## src/hw/rtl/dct4_pkg.sv

```systemverilog
// Shared widths, constants, types and butterfly term tables for the 4x4 forward DCT.
package dct4_pkg;

	// Field widths
	localparam int SAMPLE_W = 16;
	localparam int COEF_W   = 22;
	localparam int POS_W    = 4;

	// Block geometry
	localparam int DIM      = 4;
	localparam int DIM_W    = 2;
	localparam int BLK_N    = DIM * DIM;
	localparam logic [POS_W-1:0] POS_LAST = POS_W'(BLK_N - 1);

	// Arithmetic widths: butterfly operand, constant, product, rounding sum
	localparam int OP_W     = 22;
	localparam int K_W      = 15;
	localparam int PROD_W   = OP_W + K_W;
	localparam int ACC_W    = PROD_W + 1;
	localparam int RND_SH   = 13;
	localparam int RND_HALF = 1 << (RND_SH - 1);

	// Butterfly constants
	localparam logic signed [K_W-1:0] K_A   = K_W'(5793);
	localparam logic signed [K_W-1:0] K_B   = K_W'(3135);
	localparam logic signed [K_W-1:0] K_C   = K_W'(7568);
	localparam logic signed [K_W-1:0] K_A_N = K_W'(-5793);
	localparam logic signed [K_W-1:0] K_C_N = K_W'(-7568);

	// Operand select codes for one butterfly term
	localparam logic [1:0] SEL_S0 = 2'd0;
	localparam logic [1:0] SEL_S1 = 2'd1;
	localparam logic [1:0] SEL_D0 = 2'd2;
	localparam logic [1:0] SEL_D1 = 2'd3;

	// Block queue
	localparam int QDEPTH = 2;
	localparam int QPTR_W = 1;
	localparam int QCNT_W = 2;

	typedef logic [SAMPLE_W-1:0] sample_t;
	typedef sample_t [BLK_N-1:0] block_t;

	// One complete block moving between front, queue and back
	typedef struct packed {
		logic   valid;
		block_t data;
	} blk_req_t;

	// Term j of a butterfly: outputs y0,y1,y2,y3 each take terms 2k and 2k+1
	function automatic logic [1:0] term_sel(input logic [2:0] j);
		logic [1:0] sel;
		case (j)
			3'd0: sel = SEL_S0;
			3'd1: sel = SEL_S1;
			3'd2: sel = SEL_D0;
			3'd3: sel = SEL_D1;
			3'd4: sel = SEL_S0;
			3'd5: sel = SEL_S1;
			3'd6: sel = SEL_D1;
			3'd7: sel = SEL_D0;
			default: sel = SEL_S0;
		endcase
		return sel;
	endfunction

	function automatic logic signed [K_W-1:0] term_coef(input logic [2:0] j);
		logic signed [K_W-1:0] k;
		case (j)
			3'd0: k = K_A;
			3'd1: k = K_A;
			3'd2: k = K_B;
			3'd3: k = K_C;
			3'd4: k = K_A;
			3'd5: k = K_A_N;
			3'd6: k = K_B;
			3'd7: k = K_C_N;
			default: k = K_A;
		endcase
		return k;
	endfunction

endpackage

```

## src/hw/rtl/dct4_if.sv

```systemverilog
// Handshake channels for residual samples and transform coefficients.
interface dct4_sample_if;
	logic                                   valid;
	logic                                   ready;
	logic signed [dct4_pkg::SAMPLE_W-1:0]   sample;

	modport source(output valid, output sample, input ready);
	modport sink(input valid, input sample, output ready);
endinterface

interface dct4_coef_if;
	logic                                   valid;
	logic                                   ready;
	logic signed [dct4_pkg::COEF_W-1:0]     coefficient;
	logic [dct4_pkg::POS_W-1:0]             position;
	logic                                   last;

	modport source(output valid, output coefficient, output position, output last,
		input ready);
	modport sink(input valid, input coefficient, input position, input last,
		output ready);
endinterface

```

## src/hw/rtl/dct4x4_forward_transform.sv

```systemverilog
// Top level of the 4x4 forward DCT: sample front end, block queue, transform engine.
//
// samples: one signed 16-bit residual sample per request, blocks of sixteen in
//   raster order (row by row). Ready drops only while the sixteenth sample of a
//   block is due and both queue entries are occupied.
// coefs: sixteen requests per block, coefficient (signed 22-bit), position
//   (column*4+row, 0 to 15 in order) and last on position 15.
// Sequence: once the sixteenth sample is accepted, the block is taken from the
//   queue, then eight butterflies run on one shared 22x15 multiplier, and then
//   the first coefficient is valid.
// Throughput: one block at a time, set by the serial multiplier and the emission;
//   the engine takes no new block until its last coefficient is accepted, while
//   from idle a burst of up to 63 samples is taken at one per cycle (one block in
//   the engine, two queued, fifteen of the next).
// Reset (arst_n low) drops the partial block, empties the queue and aborts any
//   transform or emission in progress.
// A stall on coefs holds the current coefficient; the front end keeps taking
//   samples until the queue is full and the sixteenth sample of a block is due.
module dct4x4_forward_transform (
	input  logic         clk,
	input  logic         arst_n,
	dct4_sample_if.sink  samples,
	dct4_coef_if.source  coefs
);

	dct4_pkg::blk_req_t push;
	dct4_pkg::blk_req_t head;
	logic               q_full;
	logic               pop;

	dct4_front u_front (
		.clk     (clk),
		.arst_n  (arst_n),
		.samples (samples),
		.q_full  (q_full),
		.push    (push)
	);

	dct4_queue u_queue (
		.clk    (clk),
		.arst_n (arst_n),
		.push   (push),
		.pop    (pop),
		.full   (q_full),
		.head   (head)
	);

	dct4_back u_back (
		.clk    (clk),
		.arst_n (arst_n),
		.head   (head),
		.pop    (pop),
		.coefs  (coefs)
	);

endmodule

```

## src/hw/rtl/dct4_front.sv

```systemverilog
// Front end: collects sixteen raster-order samples and pushes each full block.
module dct4_front (
	input  logic               clk,
	input  logic               arst_n,
	dct4_sample_if.sink        samples,
	input  logic               q_full,
	output dct4_pkg::blk_req_t push
);

	logic [dct4_pkg::POS_W-1:0] fill_q;
	dct4_pkg::sample_t          smp_q [dct4_pkg::BLK_N-1];
	logic                       accept;
	logic                       blk_done;

	// Only the sample that closes a block needs queue space
	assign blk_done      = (fill_q == dct4_pkg::POS_LAST);
	assign samples.ready = !(blk_done && q_full);
	assign accept        = samples.valid && samples.ready;

	// Block push: fifteen held samples plus the one arriving now
	always_comb begin
		push.valid = accept && blk_done;
		for (int i = 0; i < dct4_pkg::BLK_N - 1; i++) begin
			push.data[i] = smp_q[i];
		end
		push.data[dct4_pkg::BLK_N-1] = samples.sample;
	end

	// Fill count wraps at sixteen
	always_ff @(posedge clk or negedge arst_n) begin
		if (!arst_n) begin
			fill_q <= '0;
		end else if (accept) begin
			fill_q <= fill_q + 1'b1;
		end
	end

	// Sample shift line, oldest at index 0
	always_ff @(posedge clk) begin
		if (accept) begin
			for (int i = 0; i < dct4_pkg::BLK_N - 2; i++) begin
				smp_q[i] <= smp_q[i+1];
			end
			smp_q[dct4_pkg::BLK_N-2] <= samples.sample;
		end
	end

endmodule

```

## src/hw/rtl/dct4_queue.sv

```systemverilog
// Two-entry block queue between the sample front end and the transform engine.
module dct4_queue (
	input  logic               clk,
	input  logic               arst_n,
	input  dct4_pkg::blk_req_t push,
	input  logic               pop,
	output logic               full,
	output dct4_pkg::blk_req_t head
);

	dct4_pkg::block_t            ent_q [dct4_pkg::QDEPTH];
	logic [dct4_pkg::QPTR_W-1:0] wr_q;
	logic [dct4_pkg::QPTR_W-1:0] rd_q;
	logic [dct4_pkg::QCNT_W-1:0] cnt_q;

	assign full       = (cnt_q == dct4_pkg::QCNT_W'(dct4_pkg::QDEPTH));
	assign head.valid = (cnt_q != '0);
	assign head.data  = ent_q[rd_q];

	// Pointers and occupancy
	always_ff @(posedge clk or negedge arst_n) begin
		if (!arst_n) begin
			wr_q  <= '0;
			rd_q  <= '0;
			cnt_q <= '0;
		end else begin
			if (push.valid) begin
				wr_q <= wr_q + 1'b1;
			end
			if (pop) begin
				rd_q <= rd_q + 1'b1;
			end
			if (push.valid && !pop) begin
				cnt_q <= cnt_q + 1'b1;
			end else if (!push.valid && pop) begin
				cnt_q <= cnt_q - 1'b1;
			end
		end
	end

	// Entry storage
	always_ff @(posedge clk) begin
		if (push.valid) begin
			ent_q[wr_q] <= push.data;
		end
	end

	// Front end must never push into a full queue
	a_no_overflow: assert property (@(posedge clk) disable iff (!arst_n)
		push.valid |-> (!full || pop))
		else $error("block pushed into full queue");

endmodule

```

## src/hw/rtl/dct4_back.sv

```systemverilog
// Transform engine: column then row butterflies on one shared multiplier, then emission.
module dct4_back (
	input  logic               clk,
	input  logic               arst_n,
	input  dct4_pkg::blk_req_t head,
	output logic               pop,
	dct4_coef_if.source        coefs
);

	localparam logic [1:0] ST_IDLE = 2'd0;
	localparam logic [1:0] ST_CALC = 2'd1;
	localparam logic [1:0] ST_EMIT = 2'd2;

	// Butterfly sequence: load, eight products, last rounding write
	localparam logic [3:0] STEP_LOAD      = 4'd0;
	localparam logic [3:0] STEP_FIRST_MUL = 4'd1;
	localparam logic [3:0] STEP_FIRST_ACC = 4'd2;
	localparam logic [3:0] STEP_LAST      = 4'd9;
	localparam logic [2:0] BFLY_LAST      = 3'd7;

	logic [1:0]                        state_q;
	logic [3:0]                        step_q;
	logic [2:0]                        bfly_q;
	logic [dct4_pkg::POS_W-1:0]        emit_q;

	dct4_pkg::sample_t                 blk_q [dct4_pkg::DIM][dct4_pkg::DIM];
	logic signed [dct4_pkg::COEF_W-1:0] mid_q [dct4_pkg::DIM][dct4_pkg::DIM];
	logic signed [dct4_pkg::COEF_W-1:0] res_q [dct4_pkg::DIM][dct4_pkg::DIM];
	logic signed [dct4_pkg::OP_W-1:0]  sd_q  [4];
	logic signed [dct4_pkg::PROD_W-1:0] prod_s1;
	logic signed [dct4_pkg::PROD_W-1:0] acc_q;

	logic                              in_calc;
	logic                              row_pass;
	logic                              out_acc;
	logic signed [dct4_pkg::OP_W-1:0]  x [dct4_pkg::DIM];
	logic [2:0]                        j_mul;
	logic [2:0]                        j_acc;
	logic [dct4_pkg::DIM_W-1:0]        k_out;
	logic signed [dct4_pkg::OP_W-1:0]  op;
	logic signed [dct4_pkg::ACC_W-1:0] sum;
	logic signed [dct4_pkg::ACC_W-1:0] rnd;
	logic signed [dct4_pkg::COEF_W-1:0] y;

	assign in_calc  = (state_q == ST_CALC);
	assign row_pass = bfly_q[2];
	assign pop      = (state_q == ST_IDLE) && head.valid;
	assign out_acc  = coefs.valid && coefs.ready;

	assign coefs.valid       = (state_q == ST_EMIT);
	assign coefs.coefficient = res_q[0][0];
	assign coefs.position    = emit_q;
	assign coefs.last        = (emit_q == dct4_pkg::POS_LAST);

	// Butterfly inputs: column 0 of the block scaled by 4, or row 0 of column results
	always_comb begin
		for (int r = 0; r < dct4_pkg::DIM; r++) begin
			if (row_pass) begin
				x[r] = mid_q[0][r];
			end else begin
				x[r] = dct4_pkg::OP_W'($signed(blk_q[r][0])) <<< 2;
			end
		end
	end

	// Term select for the multiplier and the accumulator
	assign j_mul = 3'(step_q - STEP_FIRST_MUL);
	assign j_acc = 3'(step_q - STEP_FIRST_ACC);
	assign k_out = j_acc[2:1];

	always_comb begin
		case (dct4_pkg::term_sel(j_mul))
			dct4_pkg::SEL_S0: op = sd_q[0];
			dct4_pkg::SEL_S1: op = sd_q[1];
			dct4_pkg::SEL_D0: op = sd_q[2];
			dct4_pkg::SEL_D1: op = sd_q[3];
			default:          op = sd_q[0];
		endcase
	end

	// Second term sum with half added, then floor shift
	assign sum = dct4_pkg::ACC_W'(acc_q) + dct4_pkg::ACC_W'(prod_s1)
		+ dct4_pkg::ACC_W'(dct4_pkg::RND_HALF);
	assign rnd = sum >>> dct4_pkg::RND_SH;
	assign y   = rnd[dct4_pkg::COEF_W-1:0];

	// Sequencer
	always_ff @(posedge clk or negedge arst_n) begin
		if (!arst_n) begin
			state_q <= ST_IDLE;
			step_q  <= STEP_LOAD;
			bfly_q  <= '0;
			emit_q  <= '0;
		end else begin
			case (state_q)
				ST_IDLE: begin
					if (head.valid) begin
						state_q <= ST_CALC;
						step_q  <= STEP_LOAD;
						bfly_q  <= '0;
					end
				end
				ST_CALC: begin
					if (step_q == STEP_LAST) begin
						step_q <= STEP_LOAD;
						bfly_q <= bfly_q + 1'b1;
						if (bfly_q == BFLY_LAST) begin
							state_q <= ST_EMIT;
							emit_q  <= '0;
						end
					end else begin
						step_q <= step_q + 1'b1;
					end
				end
				ST_EMIT: begin
					if (out_acc) begin
						emit_q <= emit_q + 1'b1;
						if (emit_q == dct4_pkg::POS_LAST) begin
							state_q <= ST_IDLE;
						end
					end
				end
				default: state_q <= ST_IDLE;
			endcase
		end
	end

	// Multiplier stage
	always_ff @(posedge clk) begin
		prod_s1 <= dct4_pkg::PROD_W'(op) * dct4_pkg::PROD_W'(dct4_pkg::term_coef(j_mul));
	end

	// Block, butterfly sums, column and row results
	always_ff @(posedge clk) begin
		if (pop) begin
			for (int r = 0; r < dct4_pkg::DIM; r++) begin
				for (int c = 0; c < dct4_pkg::DIM; c++) begin
					blk_q[r][c] <= head.data[r*dct4_pkg::DIM+c];
				end
			end
		end

		// Load sums and rotate the source so the next column or row sits at place 0
		if (in_calc && step_q == STEP_LOAD) begin
			sd_q[0] <= x[0] + x[3];
			sd_q[1] <= x[1] + x[2];
			sd_q[2] <= x[1] - x[2];
			sd_q[3] <= x[0] - x[3];
			if (row_pass) begin
				for (int r = 0; r < dct4_pkg::DIM; r++) begin
					mid_q[r] <= mid_q[(r+1)%dct4_pkg::DIM];
				end
			end else begin
				for (int r = 0; r < dct4_pkg::DIM; r++) begin
					for (int c = 0; c < dct4_pkg::DIM; c++) begin
						blk_q[r][c] <= blk_q[r][(c+1)%dct4_pkg::DIM];
					end
				end
			end
		end

		// Accumulate first term, round and shift in the output on the second
		if (in_calc && step_q >= STEP_FIRST_ACC) begin
			if (!j_acc[0]) begin
				acc_q <= prod_s1;
			end else begin
				for (int k = 0; k < dct4_pkg::DIM; k++) begin
					if (dct4_pkg::DIM_W'(k) == k_out) begin
						for (int i = 0; i < dct4_pkg::DIM - 1; i++) begin
							if (row_pass) begin
								res_q[k][i] <= res_q[k][i+1];
							end else begin
								mid_q[k][i] <= mid_q[k][i+1];
							end
						end
						if (row_pass) begin
							res_q[k][dct4_pkg::DIM-1] <= y;
						end else begin
							mid_q[k][dct4_pkg::DIM-1] <= y;
						end
					end
				end
			end
		end

		// Emission chain in position order
		if (out_acc) begin
			for (int i = 0; i < dct4_pkg::BLK_N - 1; i++) begin
				res_q[i/dct4_pkg::DIM][i%dct4_pkg::DIM] <=
					res_q[(i+1)/dct4_pkg::DIM][(i+1)%dct4_pkg::DIM];
			end
		end
	end

	// Positions climb by one within a block
	a_pos_step: assert property (@(posedge clk) disable iff (!arst_n)
		out_acc && !coefs.last |=> coefs.valid
			&& coefs.position == $past(coefs.position) + 1'b1)
		else $error("coefficient position skipped");

	// Taking a block starts a fresh column pass
	a_pop_start: assert property (@(posedge clk) disable iff (!arst_n)
		pop |=> in_calc && step_q == STEP_LOAD && bfly_q == '0)
		else $error("block taken without starting the transform");

	// Last butterfly hands over to emission at position zero
	a_calc_done: assert property (@(posedge clk) disable iff (!arst_n)
		in_calc && step_q == STEP_LAST && bfly_q == BFLY_LAST
			|=> coefs.valid && coefs.position == '0)
		else $error("emission did not follow the row pass");

	// Nothing follows the last coefficient of a block
	a_last_end: assert property (@(posedge clk) disable iff (!arst_n)
		out_acc && coefs.last |=> !coefs.valid)
		else $error("request after last coefficient");

endmodule

```

## src/flat_wrapper.sv

```systemverilog
// flat-port wrapper written by rule: the top's interface ports become plain ports
module dct4x4_forward_transform_flat 
  (clk, arst_n, samples_valid, samples_sample, samples_ready, coefs_valid, coefs_coefficient, coefs_position, coefs_last, coefs_ready);
  dct4_sample_if samples_i ();
  dct4_coef_if coefs_i ();
  input  logic clk;
  input  logic arst_n;
  input wire logic [$bits(samples_i.valid)-1:0] samples_valid;
  input wire logic [$bits(samples_i.sample)-1:0] samples_sample;
  output wire logic [$bits(samples_i.ready)-1:0] samples_ready;
  output wire logic [$bits(coefs_i.valid)-1:0] coefs_valid;
  output wire logic [$bits(coefs_i.coefficient)-1:0] coefs_coefficient;
  output wire logic [$bits(coefs_i.position)-1:0] coefs_position;
  output wire logic [$bits(coefs_i.last)-1:0] coefs_last;
  input wire logic [$bits(coefs_i.ready)-1:0] coefs_ready;
  assign samples_i.valid = samples_valid;
  assign samples_i.sample = samples_sample;
  assign samples_ready = samples_i.ready;
  assign coefs_valid = coefs_i.valid;
  assign coefs_coefficient = coefs_i.coefficient;
  assign coefs_position = coefs_i.position;
  assign coefs_last = coefs_i.last;
  assign coefs_i.ready = coefs_ready;
  dct4x4_forward_transform u_core (.clk(clk), .arst_n(arst_n), .samples(samples_i), .coefs(coefs_i));
endmodule
```

## config.mk

```make
export PLATFORM = sky130hd
export DESIGN_NAME = dct4x4_forward_transform_flat
export DESIGN_NICKNAME = d
export VERILOG_FILES = /design/src/hw/rtl/dct4_pkg.sv /design/src/hw/rtl/dct4_if.sv /design/src/hw/rtl/dct4x4_forward_transform.sv /design/src/hw/rtl/dct4_front.sv /design/src/hw/rtl/dct4_queue.sv /design/src/hw/rtl/dct4_back.sv /design/src/flat_wrapper.sv
export SDC_FILE = /design/constraint.sdc
export NUM_CORES = 2
export LEC_CHECK = 0
export BUFFER_PORTS_ARGS = -buffer_cell sky130_fd_sc_hd__buf_2
export CAP_MARGIN = 20
export CORE_MARGIN = 3
export CORE_UTILIZATION = 33
export DETAILED_ROUTE_END_ITERATION = 16
export PLACE_DENSITY = 0.54
export SKIP_LAST_GASP = 1
export SLEW_MARGIN = 20
export SYNTH_ARGS = -nofsm -noshare
export SYNTH_HDL_FRONTEND = slang
export SYNTH_SLANG_ARGS = --single-unit
export TNS_END_PERCENT = 20
```

## constraint.sdc

```tcl
create_clock -name clk -period 38.5 [get_ports clk]
set_input_delay 5.775 -clock clk [delete_from_list [all_inputs] [get_ports clk]]
set_output_delay 5.775 -clock clk [all_outputs]
set_load 0.01 [all_outputs]
```

==> flow_summary.json <==
{
  "r2r-end": "u_core.u_back.prod_s1[34]",
  "cts.path.max_buffers": 3,
  "postCtsSetupRepairBufs": 0,
  "grt_use_total_pct": 14.02,
  "grt_max_degree": 262,
  "path_class": "register to register",
  "antenna_found_initial": 11,
  "min_path_type": "register to register",
  "startpoint": "u_core.u_back.step_q[0]",
  "dp.cells": 9572,
  "hpwl_mm": 121.9,
  "cts_max_level": 4,
  "yosys_most_used_dff": "edfxtp_1",
  "layout.nets": 6955,
  "slew_viol_final": 0,
  "dr_total_vias": 47080,
  "die_w_um": 514.8,
  "ctsResizeCount": 0,
  "end_kind": "register",
  "crit_arrival_ns": 10.91,
  "slew_headroom_pct": 22.10,
  "status": "complete, no violations",
  "rsz0062_at_grt": "false",
  "ff2ff_setup_slack_ns": 28.22,
  "worstMarginPinSlew_ns": 1.168,
  "fin_skew_ns": 0.07943,
  "clk_pin_slew_worst_paths_ns": 0.06,
  "fin_crit_sh_pct": 26.69,
  "start_util_pct": 33.22,
  "syn_inst": 6364,
  "netlist_top_cells_area": "edfxtp_1, fa_1, nand2_1, ha_1, mux2i_1",
  "yosys-top-cells-count": "edfxtp_1, nand2_1, inv_1",
  "syn2layout_area_growth_pct": 11.74,
  "clk_latency_ns": 0.85,
  "viasPerCell": 4.747,
  "r2r_start": "u_core.u_back.step_q[0]",
  "wire_per_inst_um": 18.82,
  "synth_nets": 6939,
  "critPathRequiredTime_ns": 39.14,
  "cts_sinks": 1889,
  "whs_path_depth": 0,
  "stdcell_count": 9919,
  "hold_viol": 0,
  "hold_buffers": 0,
  "drv_cap": 0,
  "final-setup-viol-count": 0,
  "drtPass1Iterations": 6,
  "wl_met2_mm": 85.55,
  "grt_first_pass_wirelength_mm": 289.5,
  "max_freq_mhz": 97.32,
  "drive_gt1_share_pct": 7.683,
  "reg2reg_depth": 27,
  "core_area_um2": 257200,
  "synth.most_common_cell": "edfxtp_1",
  "routed.top_layer": "met5",
  "syn_area_um2": 85430,
  "avgSynthCellArea_um2": 13.42,
  "fp.dieArea_um2": 265000,
  "startpoint_type": "register",
  "port-buffer-count": 48,
  "layout_min_cycle_time_ns": 10.28,
  "yosys_warnings": 0,
  "root_buffer": "clkbuf_16",
  "routed_wl_mm": 186.7,
  "crit_fanout": 23,
  "num_io_pins": 49,
  "setup_slack_ns": 28.22,
  "synth_top_area_cell": "edfxtp_1",
  "place.gp.congestion": 0.9111,
  "yosys_register_bits": 1889,
  "wl_met3_mm": 8.002,
  "grt_pass1_vias": 47420,
  "numCtsBuffers": 187,
  "drt_iter0_drc": 3390,
  "hold_path.startpoint": "u_core.u_back.res_q[0][57]",
  "drc": 0,
  "synthArstFlopShare_pct": 1.112,
  "cts_tree": "built",
  "grt.overflow.total": 0,
  "synth-edff-count": 1833,
  "nFillCells": 24380,
  "holdPathEnd": "u_core.u_back.res_q[0][79]",
  "rows": 186,
  "dp_worst_setup_slack_ns": 28.08,
  "die_h_um": 514.8,
  "seq_area_frac_synth_pct": 65.87,
  "wl_met1_mm": 88.07,
  "setup-tns-final_ns": 0,
  "detail-route-antenna-nets": 0,
  "synth.distinct_cells": 80,
  "synth_top_area_share_pct": 64.43
}
[critical path, cell delays in order, from the launching register on]
cell and delay (ns):
dfrtp_1 0.56, inv_1 0.23, ha_1 0.80, xor2_2 0.39, mux2i_1 0.56, nor2b_1 0.87, buf_4 0.33, a221oi_1 0.09
nand2_1 0.15, o21ai_0 0.38, nor2_1 0.45, fa_1 0.52, fa_1 0.51, fa_1 0.57, fa_1 0.47, fa_1 0.51
inv_1 0.05, fa_1 0.47, inv_1 0.04, ha_1 0.22, or4_1 0.53, o21ai_0 0.17, a21oi_1 0.13, a21oi_1 0.42
nand2b_1 0.19, a31oi_1 0.12, a31o_2 0.27, xnor2_1 0.12
[through the flow]
| step | hold WS, ns | area, um^2 | utilization, % |
|---|---|---|---|
| 2_1_floorplan | 0.4003 | 85430 | - |
| 3_3_place_gp | 0.4002 | 89520 | 34.81 |
| 3_5_place_dp | 0.4045 | 89530 | 34.81 |
| 4_1_cts | 0.3936 | 95390 | 37.09 |
| 5_1_grt | 0.3984 | 95450 | 37.12 |
| 6_report | 0.3910 | 95460 | 37.12 |
[cells in the final DEF (no fill, tap or decap), types with 43 or more instances in the layout]
cell,synthesis,final
buf_2,4,48
mux2i_1,290,290
nand2b_1,46,45
clkbuf_1,246,48
clkbuf_16,0,187
ha_1,253,253
buf_4,22,61
clkinv_1,0,43
fa_1,302,302
nand2_1,1488,1482
a21oi_1,125,124
inv_1,473,472
xnor2_1,108,101
o21ai_0,358,354
nor2_1,242,240
edfxtp_1,1833,1833
mux2_2,64,64
[layer usage]
metal	GRT usage, %	vias up
met5	0	-
met4	4.160	2
met2	22.14	990
li1	-	22120
met3	1.838	265
met1	20.14	23700
[layout make-up]
cell class / instances / area (um^2) / share of cell area [%]
flip-flops and latches: 1889 / 56280 / 58.96
multi-input cells: 3712 / 26460 / 27.72
clock buffers: 236 / 4873 / 5.105
well taps: 3384 / 4234 / 4.436
inverters: 474 / 1780 / 1.865
clock inverters: 107 / 984.7 / 1.032
repair buffers: 116 / 844.6 / 0.8848
diodes: 1 / 2.502 / 0.002622
[registers in the layout (all words and copies together), names as in the netlist]
name                          cells
u_core.u_queue.cnt_q              2
u_core.u_queue.wr_q               1
u_core.u_back.prod_s1            35
u_core.u_back.res_q             352
u_core.u_back.acc_q              35
u_core.u_back.blk_q             256
u_core.u_back.sd_q               86
u_core.u_back.state_q             2
u_core.u_front.smp_q            240
u_core.u_back.step_q              4
u_core.u_back.coefs.position      4
u_core.u_queue.ent_q            512
u_core.u_front.fill_q             4
u_core.u_back.mid_q             352
u_core.u_queue.rd_q               1
u_core.u_back.bfly_q              3
[worst max path at each step]
stage / cells after the start / slack (ns) / to
final: 27 / 28.22 / u_core.u_back.prod_s1[34]
after global routing: 31 / 27.62 / u_core.u_back.prod_s1[29]
after CTS: 27 / 28.27 / u_core.u_back.prod_s1[34]
after detailed placement: 8 / 28.08 / u_core.u_queue.ent_q[1][32]
after global placement: 8 / 28.06 / u_core.u_queue.ent_q[1][17]
after floorplan: 4 / 13.20 / u_core.u_queue.ent_q[0][0]
[cell families (layout without fill, tap and decap cells)]
kind of cell | after synthesis | after routing | synth area share [%]
AND/OR/NAND/NOR | 1940 | 1940 | 9.110
flip-flops | 1889 | 1889 | 65.87
buffers and inverters | 763 | 933 | 3.455
AO/OA/AOI/OAI | 710 | 710 | 4.958
adder cells (fa/ha/maj) | 555 | 555 | 10.78
multiplexers | 354 | 354 | 4.242
XOR/XNOR | 153 | 153 | 1.586
other | 0 | 1 | 0
Power is left out: the tool's default activity adds up to more than one toggle a clock period on the data nets, which glitch-free logic cannot reach.
